## src/handheld_color_correction_unit_assert.svh

```systemverilog
// assertion macros shared by the color correction pipeline
`ifndef HANDHELD_COLOR_CORRECTION_UNIT_ASSERT_SVH
`define HANDHELD_COLOR_CORRECTION_UNIT_ASSERT_SVH

// same-cycle implication, checked on clk, off during reset
`define HCC_ASSERT_IMP(lbl, ante, cons, msg) \
	lbl: assert property (@(posedge clk) disable iff (!arst_n) (ante) |-> (cons)) \
		else $error(msg);

// next-cycle implication, checked on clk, off during reset
`define HCC_ASSERT_NXT(lbl, ante, cons, msg) \
	lbl: assert property (@(posedge clk) disable iff (!arst_n) (ante) |=> (cons)) \
		else $error(msg);

`endif

```

## src/hcc_pkg.sv

```systemverilog
package hcc_pkg;

	localparam int unsigned PIX_W  = 15;
	localparam int unsigned CODE_W = 5;
	localparam int unsigned LIN_W  = 16;
	localparam int unsigned X_W    = 17;
	localparam int unsigned OUT_W  = 8;
	localparam int unsigned COEF_W = 15;
	localparam int unsigned PROD_W = 31;
	localparam int unsigned NCH    = 3;

	// linear value one, Q1.16
	localparam logic [X_W-1:0] X_ONE = 17'd65536;

	typedef logic [191:0] wide_t;
	typedef logic [31:0][LIN_W-1:0] lin_tab_t;
	typedef logic [255:0][X_W-1:0] thr_tab_t;
	typedef logic [NCH*NCH-1:0][COEF_W-1:0] coef_tab_t;

	// mixed linear values of one item, with its valid bit
	typedef struct packed {
		logic                      vld;
		logic [NCH-1:0][X_W-1:0]   x;
	} mix_t;

	// Q1.14 mix coefficients, index is out_channel*3 + in_channel
	// (channel order red, green, blue); red-from-blue is -983
	localparam coef_tab_t MIX_COEF = {
		15'd11960, 15'd1229,  15'd3195,
		15'd3441,  15'd10895, 15'd2048,
		15'h7C29,  15'd3932,  15'd13435
	};

	// exact integer power, only used while elaborating the tables
	function automatic wide_t wide_pow(wide_t base, int unsigned n);
		wide_t acc;
		acc = 192'd1;
		for (int unsigned i = 0; i < n; i++)
			acc = acc * base;
		return acc;
	endfunction

	// floor(65536 * 0.94 * (c/31)^1.2) for each 5-bit code
	function automatic lin_tab_t lin_table();
		lin_tab_t     t;
		wide_t        k_lhs;
		wide_t        k_rhs;
		wide_t        rhs;
		wide_t        lhs;
		logic [15:0]  res;
		logic [15:0]  cand;
		k_rhs = wide_pow(192'd6160384, 5);
		k_lhs = wide_pow(192'd100, 5) * wide_pow(192'd31, 6);
		for (int unsigned c = 0; c < 32; c++) begin
			rhs = k_rhs * wide_pow(192'(c), 6);
			res = '0;
			for (int b = 15; b >= 0; b--) begin
				cand = res | (16'd1 << b);
				lhs = wide_pow(192'(cand), 5) * k_lhs;
				if (lhs <= rhs)
					res = cand;
			end
			t[c] = res;
		end
		return t;
	endfunction

	// smallest x with (k/255)^2.2 <= x/65536, i.e. k^11 * 2^80 <= x^5 * 255^11
	function automatic thr_tab_t thr_table();
		thr_tab_t     t;
		wide_t        p255;
		wide_t        lim;
		logic [16:0]  y;
		logic [16:0]  cand;
		p255 = wide_pow(192'd255, 11);
		t[0] = '0;
		for (int unsigned k = 1; k < 256; k++) begin
			lim = wide_pow(192'(k), 11) << 80;
			y = '0;
			for (int b = 16; b >= 0; b--) begin
				cand = y | (17'd1 << b);
				if (wide_pow(192'(cand), 5) * p255 < lim)
					y = cand;
			end
			t[k] = y + 17'd1;
		end
		return t;
	endfunction

	localparam lin_tab_t LIN_TAB   = lin_table();
	localparam thr_tab_t GAMMA_THR = thr_table();

endpackage

```

## src/hcc_pix_if.sv

```systemverilog
interface hcc_pix_if import hcc_pkg::*; ();
	logic             valid;
	logic             ready;
	logic [PIX_W-1:0] color_rgb15;

	modport source (output valid, output color_rgb15, input ready);
	modport sink (input valid, input color_rgb15, output ready);
endinterface

```

## src/hcc_rgb_if.sv

```systemverilog
interface hcc_rgb_if import hcc_pkg::*; ();
	logic             valid;
	logic             ready;
	logic [OUT_W-1:0] red_out;
	logic [OUT_W-1:0] green_out;
	logic [OUT_W-1:0] blue_out;

	modport source (output valid, output red_out, output green_out, output blue_out,
		input ready);
	modport sink (input valid, input red_out, input green_out, input blue_out,
		output ready);
endinterface

```

## src/hcc_linmix.sv

```systemverilog
`include "handheld_color_correction_unit_assert.svh"

module hcc_linmix import hcc_pkg::*; (
	input  logic      clk,
	input  logic      arst_n,
	hcc_pix_if.sink   pixel,
	output mix_t      mix,
	input  logic      mix_rdy
);

	logic                          vld_s1, vld_s2, vld_s3;
	logic                          rdy_s1, rdy_s2, rdy_s3;
	logic [NCH-1:0][LIN_W-1:0]     lin_s1;
	logic [NCH*NCH-1:0][PROD_W-1:0] prod_s2;
	logic [NCH-1:0][X_W-1:0]       x_s3;
	logic [NCH-1:0][X_W-1:0]       x_d;

	assign rdy_s3      = !vld_s3 || mix_rdy;
	assign rdy_s2      = !vld_s2 || rdy_s3;
	assign rdy_s1      = !vld_s1 || rdy_s2;
	assign pixel.ready = rdy_s1;

	always_ff @(posedge clk or negedge arst_n) begin
		if (!arst_n) begin
			vld_s1 <= 1'b0;
			vld_s2 <= 1'b0;
			vld_s3 <= 1'b0;
		end else begin
			if (rdy_s1)
				vld_s1 <= pixel.valid;
			if (rdy_s2)
				vld_s2 <= vld_s1;
			if (rdy_s3)
				vld_s3 <= vld_s2;
		end
	end

	// gamma-1.2 lookup per channel
	always_ff @(posedge clk) begin
		if (rdy_s1) begin
			for (int c = 0; c < NCH; c++)
				lin_s1[c] <= LIN_TAB[pixel.color_rgb15[CODE_W*c +: CODE_W]];
		end
	end

	// nine products of the color matrix
	always_ff @(posedge clk) begin
		if (rdy_s2) begin
			for (int ch = 0; ch < NCH; ch++) begin
				for (int j = 0; j < NCH; j++) begin
					prod_s2[ch*NCH + j] <= PROD_W'($signed({1'b0, lin_s1[j]}))
						* PROD_W'($signed(MIX_COEF[ch*NCH + j]));
				end
			end
		end
	end

	// row sums, round to Q1.16, clamp at zero and at one
	always_comb begin
		logic signed [32:0] sum;
		logic signed [32:0] rnd;
		logic [18:0]        q;
		for (int c = 0; c < NCH; c++) begin
			sum = 33'($signed(prod_s2[c*NCH]))
				+ 33'($signed(prod_s2[c*NCH + 1]))
				+ 33'($signed(prod_s2[c*NCH + 2]));
			rnd = sum + 33'sd8192;
			q   = rnd[32:14];
			if (sum <= 33'sd0)
				x_d[c] = '0;
			else if (q > 19'(X_ONE))
				x_d[c] = X_ONE;
			else
				x_d[c] = q[X_W-1:0];
		end
	end

	always_ff @(posedge clk) begin
		if (rdy_s3)
			x_s3 <= x_d;
	end

	assign mix.vld = vld_s3;
	assign mix.x   = x_s3;

	`HCC_ASSERT_NXT(a_prod_hold, vld_s2 && !rdy_s3, vld_s2 && $stable(prod_s2), "product stage lost an item")
	`HCC_ASSERT_NXT(a_mix_hold, vld_s3 && !mix_rdy, vld_s3 && $stable(x_s3), "mix stage lost an item")

endmodule

```

## src/hcc_gamma.sv

```systemverilog
`include "handheld_color_correction_unit_assert.svh"

module hcc_gamma import hcc_pkg::*; (
	input  logic       clk,
	input  logic       arst_n,
	input  mix_t       mix,
	output logic       mix_rdy,
	hcc_rgb_if.source  rgb
);

	logic                      vld_s4, vld_s5, vld_s6, vld_s7;
	logic                      rdy_s4, rdy_s5, rdy_s6, rdy_s7;
	logic [NCH-1:0][X_W-1:0]   x_s4, x_s5, x_s6, x_s7;
	logic [NCH-1:0][OUT_W-1:0] k_s4, k_s5, k_s6, k_s7;

	// two steps of the binary search over the output thresholds
	function automatic logic [OUT_W-1:0] search2(logic [X_W-1:0] x, logic [OUT_W-1:0] k_in,
		int unsigned hi);
		logic [OUT_W-1:0] k;
		logic [OUT_W-1:0] cand;
		k = k_in;
		for (int unsigned i = 0; i < 2; i++) begin
			cand = k | (8'd1 << (hi - i));
			if (x >= GAMMA_THR[cand])
				k = cand;
		end
		return k;
	endfunction

	// k is the largest code whose threshold x reaches
	function automatic logic k_ok(logic [X_W-1:0] x, logic [OUT_W-1:0] k);
		return (x >= GAMMA_THR[k]) && (k == 8'hFF || x < GAMMA_THR[8'(k + 8'd1)]);
	endfunction

	assign rdy_s7  = !vld_s7 || rgb.ready;
	assign rdy_s6  = !vld_s6 || rdy_s7;
	assign rdy_s5  = !vld_s5 || rdy_s6;
	assign rdy_s4  = !vld_s4 || rdy_s5;
	assign mix_rdy = rdy_s4;

	always_ff @(posedge clk or negedge arst_n) begin
		if (!arst_n) begin
			vld_s4 <= 1'b0;
			vld_s5 <= 1'b0;
			vld_s6 <= 1'b0;
			vld_s7 <= 1'b0;
		end else begin
			if (rdy_s4)
				vld_s4 <= mix.vld;
			if (rdy_s5)
				vld_s5 <= vld_s4;
			if (rdy_s6)
				vld_s6 <= vld_s5;
			if (rdy_s7)
				vld_s7 <= vld_s6;
		end
	end

	always_ff @(posedge clk) begin
		if (rdy_s4) begin
			x_s4 <= mix.x;
			for (int c = 0; c < NCH; c++)
				k_s4[c] <= search2(mix.x[c], '0, 7);
		end
		if (rdy_s5) begin
			x_s5 <= x_s4;
			for (int c = 0; c < NCH; c++)
				k_s5[c] <= search2(x_s4[c], k_s4[c], 5);
		end
		if (rdy_s6) begin
			x_s6 <= x_s5;
			for (int c = 0; c < NCH; c++)
				k_s6[c] <= search2(x_s5[c], k_s5[c], 3);
		end
		if (rdy_s7) begin
			x_s7 <= x_s6;
			for (int c = 0; c < NCH; c++)
				k_s7[c] <= search2(x_s6[c], k_s6[c], 1);
		end
	end

	assign rgb.valid     = vld_s7;
	assign rgb.red_out   = k_s7[0];
	assign rgb.green_out = k_s7[1];
	assign rgb.blue_out  = k_s7[2];

	`HCC_ASSERT_IMP(a_code_exact, vld_s7, k_ok(x_s7[0], k_s7[0]) && k_ok(x_s7[1], k_s7[1]) && k_ok(x_s7[2], k_s7[2]), "gamma search gave a wrong code")
	`HCC_ASSERT_NXT(a_search_hold, vld_s5 && !rdy_s6, vld_s5 && $stable(k_s5) && $stable(x_s5), "search stage lost an item")

endmodule

```

## src/handheld_color_correction_unit.sv

```systemverilog
// Handheld LCD color correction, one RGB555 pixel in, one 8-bit RGB pixel out.
// pixel: valid/ready channel carrying color_rgb15 (red in bits 4:0, green 9:5,
//   blue 14:10); an item moves on a clock edge with valid and ready both high.
// rgb: valid/ready channel carrying red_out, green_out and blue_out.
// Pipeline of seven register stages: gamma-1.2 lookup, matrix products,
//   row sum with rounding, then four stages of a two-step-per-stage binary
//   search over the output gamma thresholds.
// Throughput: one item per clock, sustained, as long as rgb is ready.
// Stalls: when rgb.ready is low the result holds; stages behind it keep
//   filling bubbles, so pixel.ready drops only once all seven stages are full.
// Reset (arst_n low, asynchronous) empties every stage; tables are constant
//   logic, so the block takes items from the first cycle after reset.
module handheld_color_correction_unit import hcc_pkg::*; (
	input  logic       clk,
	input  logic       arst_n,
	hcc_pix_if.sink    pixel,
	hcc_rgb_if.source  rgb
);

	// mixed linear values between the matrix half and the gamma half
	mix_t mix;
	logic mix_rdy;

	// stages 1 to 3: per-channel linearize and 3x3 mix
	hcc_linmix u_linmix (
		.clk     (clk),
		.arst_n  (arst_n),
		.pixel   (pixel),
		.mix     (mix),
		.mix_rdy (mix_rdy)
	);

	// stages 4 to 7: output gamma and 0..255 quantization
	hcc_gamma u_gamma (
		.clk     (clk),
		.arst_n  (arst_n),
		.mix     (mix),
		.mix_rdy (mix_rdy),
		.rgb     (rgb)
	);

endmodule
```

## src/flat_wrapper.sv

```systemverilog
// flat-port wrapper written by rule: the top's interface ports become plain ports
module handheld_color_correction_unit_flat import hcc_pkg::*;
  (clk, arst_n, pixel_valid, pixel_color_rgb15, pixel_ready, rgb_valid, rgb_red_out, rgb_green_out, rgb_blue_out, rgb_ready);
  hcc_pix_if pixel_i ();
  hcc_rgb_if rgb_i ();
  input  logic clk;
  input  logic arst_n;
  input wire logic [$bits(pixel_i.valid)-1:0] pixel_valid;
  input wire logic [$bits(pixel_i.color_rgb15)-1:0] pixel_color_rgb15;
  output wire logic [$bits(pixel_i.ready)-1:0] pixel_ready;
  output wire logic [$bits(rgb_i.valid)-1:0] rgb_valid;
  output wire logic [$bits(rgb_i.red_out)-1:0] rgb_red_out;
  output wire logic [$bits(rgb_i.green_out)-1:0] rgb_green_out;
  output wire logic [$bits(rgb_i.blue_out)-1:0] rgb_blue_out;
  input wire logic [$bits(rgb_i.ready)-1:0] rgb_ready;
  assign pixel_i.valid = pixel_valid;
  assign pixel_i.color_rgb15 = pixel_color_rgb15;
  assign pixel_ready = pixel_i.ready;
  assign rgb_valid = rgb_i.valid;
  assign rgb_red_out = rgb_i.red_out;
  assign rgb_green_out = rgb_i.green_out;
  assign rgb_blue_out = rgb_i.blue_out;
  assign rgb_i.ready = rgb_ready;
  handheld_color_correction_unit u_core (.clk(clk), .arst_n(arst_n), .pixel(pixel_i), .rgb(rgb_i));
endmodule
```

## config.mk

```make
export PLATFORM = sky130hd
export DESIGN_NAME = handheld_color_correction_unit_flat
export DESIGN_NICKNAME = d
export VERILOG_FILES = /design/src/hcc_pkg.sv /design/src/hcc_pix_if.sv /design/src/hcc_rgb_if.sv /design/src/hcc_linmix.sv /design/src/hcc_gamma.sv /design/src/handheld_color_correction_unit.sv /design/src/flat_wrapper.sv
export VERILOG_INCLUDE_DIRS = /design/src /design/src/src
export SDC_FILE = /design/constraint.sdc
export NUM_CORES = 2
export LEC_CHECK = 0
export ABC_AREA = 1
export BUFFER_PORTS_ARGS = -buffer_cell sky130_fd_sc_hd__buf_4
export CAP_MARGIN = 0
export CORE_ASPECT_RATIO = 0.8
export CORE_MARGIN = 2
export CORE_UTILIZATION = 35
export DETAILED_ROUTE_END_ITERATION = 12
export GPL_ROUTABILITY_DRIVEN = 0
export PLACE_DENSITY = 0.55
export SLEW_MARGIN = 20
export SYNTH_ARGS = -nofsm -noshare
export SYNTH_HDL_FRONTEND = slang
export SYNTH_SLANG_ARGS = --single-unit
```

## constraint.sdc

```tcl
create_clock -name clk -period 12.1 [get_ports clk]
set_clock_uncertainty 0.2 [all_clocks]
set_input_delay 1.815 -clock clk [delete_from_list [all_inputs] [get_ports clk]]
set_output_delay 1.815 -clock clk [all_outputs]
set_load 0.03 [all_outputs]
```

* Word-level counts from Yosys, hierarchy flattened
Memories as Yosys holds them, arrays and structs flattened. A register that Yosys moved wholly into a read port is not among the register bits. Cells that the tools add are included.
Storage, ports and cells: input bits 19, output and inout port bits 26, bits in latches 0, ROM bits 47232, memory bits (writable) 0, memories 24, register bits after elaboration 547
Cells by class: equality and inequality tests 0, multiply operators 8, bitwise gates (word level) 0, div/mod/pow operators 0, $lt $le $gt $ge 51, reduce and logical (&&, ||, !) cells 17, shift operators 0, mux-type cells 48, $add $sub $neg 9
Memories:
- (no name shown) | words 128, width 17, rd ports 1, clocked after memory_dff 0, write ports 0, line hcc_gamma.sv:24 | if (x >= GAMMA_THR[cand])
- (no name shown) | words 128, width 17, rd ports 1, clocked after memory_dff 0, write ports 0, line hcc_gamma.sv:24
- (no name shown) | words 128, width 17, rd ports 1, clocked after memory_dff 0, write ports 0, line hcc_gamma.sv:24
- (no name shown) | words 128, width 17, rd ports 1, clocked after memory_dff 0, write ports 0, line hcc_gamma.sv:24
- (no name shown) | words 128, width 17, rd ports 1, clocked after memory_dff 0, write ports 0, line hcc_gamma.sv:24
- (no name shown) | words 128, width 17, rd ports 1, clocked after memory_dff 0, write ports 0, line hcc_gamma.sv:24
- 18 more memories
Operators with widths (count):
- 17-bit two-way mux | 24
- 17-bit greater-or-equal comparator | 21
- 8-bit by 9-bit less-than comparator with 1-bit output, second input constant | 21
- 8-bit two-way mux | 15
- 33-bit by 15-bit adder with 33-bit output, second input constant | 3
- 33-bit by 1-bit less-or-equal comparator with 1-bit output, second input constant | 3
- 16-bit by 14-bit multiplier with 30-bit output, second input constant | 2
- 19-bit by 17-bit > comparator with 1-bit output, second input constant | 3
- 16-bit by 12-bit multiplier with 28-bit output, second input constant | 2
- 16-bit by 11-bit multiplier with 27-bit output, second input constant | 2
- 17-bit by 14-bit greater-or-equal comparator with 1-bit output, second input constant | 3
- 32-bit by 28-bit adder with 33-bit output | 1
- 31-bit by 28-bit adder with 32-bit output | 1
- 27-bit by 30-bit adder with 31-bit output | 1
- 29-bit by 30-bit adder with 31-bit output | 1
- 30-bit by 28-bit adder with 31-bit output | 1
- 28-bit by 27-bit adder with 29-bit output | 1
- 17-bit by 11-bit multiplier with 28-bit output, second input constant | 1
- 16-bit by 10-bit multiplier with 26-bit output, second input constant | 1
- 6-bit two-way mux | 3
- 4-bit two-way mux | 3
- 1-bit zero test | 7
- 1-bit logical OR | 7
- 2-bit two-way mux | 3
- 2-bit OR reduction | 3

* Longest topological paths before layout
depth in word-level cells 9, depth in mapped cells 41, gate-level depth less buffers 40

* Hierarchy
A second synthesis with hierarchy kept.
Unflattened totals: cell total of the unflattened synthesis 9906, area total of the unflattened synthesis 77996.1 µm²
By module, submodules not included:
- hcc_linmix | cells an instance 5767, area an instance 49830.3 µm², seq. area each 9894.5 µm², instances 1
- hcc_gamma | cells an instance 4139, area an instance 28165.8 µm², seq. area each 6496.2 µm², instances 1

* Least setup slack after synthesis
OpenSTA, ideal clock, no wires.
kind input port to flip-flop, start input port rgb_ready, end register u_core.u_linmix.prod_s2[0] (netlist bit), enable pin, data arrival time 12.281 ns, required time 11.321 ns, path buffers 0, stages 12, setup time 0.579 ns, slack -0.960 ns, cell sequence nor2_1 -> inv_1 -> nor2_1 -> inv_1 -> nor2_1 -> inv_1 -> nor2_1 -> inv_1 -> nor2_1 -> inv_1 -> nor2_1 -> inv_1
Between the ends: word-level cells in the longest chain between the ends 6
Ends and longest elaborated chain:
- from (decl) | line flat_wrapper.sv:15 | input wire logic [$bits(rgb_i.ready)-1:0] rgb_ready;
- 1-bit logical OR | line hcc_gamma.sv:35 | assign rdy_s7 = !vld_s7 || rgb.ready;
- via u_core.u_gamma.rdy_s7 | line hcc_gamma.sv:12 | logic rdy_s4, rdy_s5, rdy_s6, rdy_s7;
- 1-bit logical OR | line hcc_gamma.sv:36 | assign rdy_s6 = !vld_s6 || rdy_s7;
- via u_core.u_gamma.rdy_s6 | line hcc_gamma.sv:12
- 1-bit logical OR | line hcc_gamma.sv:37 | assign rdy_s5 = !vld_s5 || rdy_s6;
- via u_core.u_gamma.rdy_s5 | line hcc_gamma.sv:12
- 1-bit logical OR | line hcc_gamma.sv:38 | assign rdy_s4 = !vld_s4 || rdy_s5;
- via u_core.mix_rdy | line handheld_color_correction_unit.sv:22 | logic mix_rdy;
- 1-bit logical OR | line hcc_linmix.sv:18 | assign rdy_s3 = !vld_s3 || mix_rdy;
- via u_core.u_linmix.rdy_s3 | line hcc_linmix.sv:12 | logic rdy_s1, rdy_s2, rdy_s3;
- 1-bit logical OR | line hcc_linmix.sv:19 | assign rdy_s2 = !vld_s2 || rdy_s3;
- via u_core.u_linmix.rdy_s2 | line hcc_linmix.sv:12
- to (signal, indexed assignment) | line hcc_linmix.sv:51 | prod_s2[ch*NCH + j] <= PROD_W'($signed({1'b0, lin_s1[j]}))
- to (decl) | line hcc_linmix.sv:14 | logic [NCH*NCH-1:0][PROD_W-1:0] prod_s2;
The timed path passes the listed nets, and every way through them passes these cells. A chain may end at the register's enable or synchronous reset.

* Worst setup path after layout
start register u_core.u_gamma.k_s6[19] (netlist bit), end register u_core.u_gamma.k_s7, in the netlist u_core.u_gamma.rgb.blue_out[0], data pin
Between the ends: word-level cells in the longest chain between the ends 8
Ends and longest elaborated chain:
- from (decl) | line hcc_gamma.sv:14 | logic [NCH-1:0][OUT_W-1:0] k_s4, k_s5, k_s6, k_s7;
- from (signal, indexed assignment) | line hcc_gamma.sv:73 | k_s6[c] <= search2(x_s5[c], k_s5[c], 3);
- memory read 128 x 17 bit
- 17-bit two-way mux (not written as such) | line hcc_gamma.sv:24
- 17-bit greater-or-equal comparator | line hcc_gamma.sv:24
- 2-bit two-way mux | line hcc_gamma.sv:24
- 8-bit two-way mux (*) | line hcc_gamma.sv:75 | if (rdy_s7) begin
- memory read 128 x 17 bit (*)
- 17-bit two-way mux (not written as such) (*) | line hcc_gamma.sv:24
- 17-bit greater-or-equal comparator (*) | line hcc_gamma.sv:24
- to (signal, indexed assignment) | line hcc_gamma.sv:78 | k_s7[c] <= search2(x_s6[c], k_s6[c], 1);
- to (decl) | line hcc_gamma.sv:14
Mark *: on every way between the ends. The rest lies on a longest branch, timed or not. The select of a mux whose other input is x is not followed.

==> out/qor_table.md <==
| Quantity | This run |
|---|---|
| Run status | finished, violations left |
| Violations in the final reports | DRC |
| Post-synthesis area per instance | 7.99 um2 |
| Total nets after synthesis | 11505 |
| Total setup violations reported at the end of the flow | 0 |
| Quantity of I/O buffers inserted on ports | 44 |
| Remaining antenna violation count | 0 |
| I/O pin total | 45 |
| CTS tree | done |
| Number of remaining DRC errors | 2 |
| Clock-pin slew on the worst setup and hold paths | 0.07 ns |
| Sequential element share of the synthesized area | 21.2% |
| Total CTS buffers | 66 |
| Initial detailed-routing violation count | 8341 |
| Maximum level of the CTS H-tree | 3 |
| Aggregate global-route resource usage | 21.7% |
| Commonest cells after routing, fill and taps aside | nand2_1, inv_1, ha_1 |
| Max-slew headroom | 16.6% |
| Number of enable flip-flop cells after synthesis | 540 |
| Vias in the first global route | 64956 |
| Critical Path Max Stage Delay | 0.87 ns |
| Utilization of the core after routing | 37.8% |
| YS warnings | 0 |
| Number of antenna violations at the first check in global routing | 6 |
| Global-route wire length before repair | 383000 um |
| Number of nets in the layout | 11466 |
| Full die area | 225000 um2 |
| Reg-to-Reg End | u_core.u_gamma.rgb.blue_out[0] |
| Final global-route overflow total | 0 |
| DP HPWL | 202000 um |
| Critical path fanouts, max | 40 |
| Summed instance area of the synthesized netlist | 77400 um2 |
| Number of gates resized after CTS | 0 |
| Path category of the worst min-delay check | reg -> reg |
| Number of buffers between clock root and the deepest sink | 3 |
| Data required time of the worst path | 12.33 ns |
| Via/cell ratio | 5.39 |
| Std cell rows | 154 |
| Most used flip-flop cell after synthesis | edfxtp_1 |
| Depth of the worst register-to-register path | 42 |
| Hold Path Cell Cnt | 2 |
| Number of endpoints with negative hold slack in the final report | 0 |
| Average wire length per cell after detail routing | 19.6 um |
| Max Cap Viol | 0 |
| Leading cell type in the layout, fill and taps excluded | nand2_1 |
| Post-CTS setup buffer count | 0 |
| Post-layout minimum cycle time | 8.50 ns |
| Count of hold-fix buffers inserted at cts | 0 |
| Post-synth cell types | 70 |
| Endpoint class of the critical path | register |
| Number of iterations in the first detailed-routing pass | 13 |
| Pins over their slew limit | 0 |
| Height of the die | 425 um |
| Post-Synthesis Cells | 9685 |
| Setup TNS | 0 ns |
| Kind of critical path | reg -> reg |
| Arrival time reported for the critical path endpoint | 8.73 ns |
| Vias post-DR | 68211 |
| Maximum clock rate | 0.118 GHz |
| Setup slack of the most critical reg-to-reg path | 3.60 ns |
| Beginning of the worst hold path | u_core.u_linmix.vld_s3 |
| Clock latency of the later-clocked register in the worst-skew pair | 0.68 ns |
| Area growth from synthesis to final layout | 7.55% |
| Launch instance of the worst register-to-register path | u_core.u_gamma.k_s6[19] |
| Layout cell share with drive strength beyond 1 | 4.22% |
| Type of origin of the critical path | register |
| Sinks on Clock Net | 547 |
| Async set-or-reset flop fraction in the synthesized netlist | 1.28% |
| Final worst path period share | 70.2% |
| Floorplan die width | 530 um |
| Final-layout worst hold slack | 0.246 ns |
| Core outline area | 220000 um2 |
| Initial core utilization | 35.2% |
| Worst min-delay path endpoint | u_core.u_gamma.vld_s4 |
| Root buffer selected by CTS | clkbuf_16 |
| Pin count of the biggest net entering global routing | 154 |
| Total wire length after detailed routing | 248000 um |
| Cell with the biggest individual delay on the critical path | clkinv_1 |
| Setup repair after global routing missed its margin | no |
| Worst slew pin tran | 1.25 ns |
| Synthesized flop and latch total | 547 |
## sequential cells by signal, indices dropped and copies added (netlist names)
name,count
u_core.u_linmix.lin_s1,48
u_core.u_linmix.prod_s2,228
u_core.u_gamma.x_s6,51
u_core.u_gamma.k_s6,18
u_core.u_gamma.rgb.red_out,8
u_core.u_gamma.vld_s6,1
u_core.u_gamma.vld_s5,1
u_core.u_linmix.vld_s3,1
u_core.u_gamma.rgb.green_out,8
u_core.u_linmix.mix,51
u_core.u_gamma.k_s4,6
u_core.u_gamma.rgb.blue_out,8
u_core.u_gamma.x_s4,51
u_core.u_gamma.vld_s4,1
u_core.u_linmix.vld_s2,1
u_core.u_linmix.vld_s1,1
u_core.u_gamma.k_s5,12
u_core.u_gamma.x_s5,51
u_core.u_gamma.rgb.valid,1
## final cells by class
cell class	count	area, um2
fill	22720	137000
sequential	547	16400
clock buffer	74	1740
tap	2964	3710
inverter	1719	6460
multi-input combinational	7216	53700
clock inverter	42	447
timing repair buffer	96	733
antenna	2	5.00
## worst max-delay path by stage
| stage | startpoint | endpoint | cells past startpoint |
|---|---|---|---|
| floorplan | rgb_ready | pixel_ready | 12 |
| global placement | u_core.u_gamma.k_s6[19] | u_core.u_gamma.rgb.blue_out[0] | 42 |
| detailed placement | u_core.u_gamma.k_s6[19] | u_core.u_gamma.rgb.blue_out[0] | 42 |
| CTS | u_core.u_gamma.k_s6[19] | u_core.u_gamma.rgb.blue_out[0] | 42 |
| global route | u_core.u_gamma.k_s6[19] | u_core.u_gamma.rgb.blue_out[0] | 42 |
| finish | u_core.u_gamma.k_s6[19] | u_core.u_gamma.rgb.blue_out[0] | 42 |
## cells by family (layout without fill, tap and decap cells)
| family | after synthesis | count (layout) | synth area share [%] |
|---|---|---|---|
| other cells | 0 | 2 | 0 |
| fa+ha+maj | 1801 | 1801 | 34.4 |
| flops | 547 | 547 | 21.2 |
| simple gates | 3407 | 3407 | 18.9 |
| buf+inv | 1922 | 1931 | 9.38 |
| xor+xnor | 255 | 255 | 2.89 |
| compound gates | 1753 | 1753 | 13.2 |
## worst max-delay path, delay by kind of cell, from the launching register on
| kind | cells | cell delay [ns] |
|---|---|---|
| DFF | 1 | 0.31 |
| adders and majority gates | 4 | 1.76 |
| and+or+nand+nor | 12 | 1.64 |
| AOI/OAI and AO/OA | 17 | 1.99 |
| buffers and inverters | 9 | 2.33 |
## layer usage
layer | wire (um) | vias to the layer above | part of all wire (%) | global-route usage (%)
met5 | 43 | - | 0.017 | 0
met4 | 6750 | 6 | 2.7 | 5.02
met3 | 22600 | 477 | 9.1 | 4.52
met2 | 101000 | 3243 | 41 | 31.2
met1 | 117000 | 32159 | 47 | 32.7
li1 | - | 32326 | - | -
## stage by stage
step | std cells | worst slack, ns | cell area (um2)
global route | 12658 | 3.17 | 83200
detailed placement | 12542 | 4.01 | 81000
global placement | 12542 | 3.79 | 81000
floorplan | 9685 | 0.857 | 77400
CTS | 12658 | 3.99 | 83200
finish | 12660 | 3.60 | 83200
## cells in the mapped netlist (5+ instances only)
master     number  area, um2
nor4_1         42        263
clkbuf_1      167        627
nand2_2        70        438
o21bai_1       24        180
nor2_1        767       2880
nand4_1       121        757
a221oi_1       16        140
nor2_4         19        214
or2_2          25        156
a21oi_1       640       3200
a31oi_1        78        488
and2_1         12       75.1
fa_1          546      10900
nor3_1         96        480
o31ai_1        39        293
a2111oi_0      11       96.3
nand2_4         7       78.8
a22oi_1        15        113
a211oi_1       30        225
a32oi_1        10       87.6
dfrtp_1         7        175
o311ai_0       30        263
o221ai_1       42        368
xor2_1        171       1500
a21o_1         22        165
nand3_2        11        110
nor2_2         49        307
buf_1          31        116
nand2_1      1721       6460
nand3_1       438       2190
inv_1        1690       6340
ha_1         1255      15700
a21boi_0       21        158
o211ai_1       93        698
inv_2          10       37.5
o32ai_1         8       70.1
clkinv_1       19       71.3
xnor2_1        84        736
o21ai_0       577       2890
nand3b_1       11       82.6
o21a_1         21        158
a41oi_1         5       43.8
o2111ai_1      13        114
edfxtp_1      540      16200
o22ai_1        28        175
Power is not shown: default switching activity piles up to over one toggle a cycle in this logic, so the estimate is an artifact.
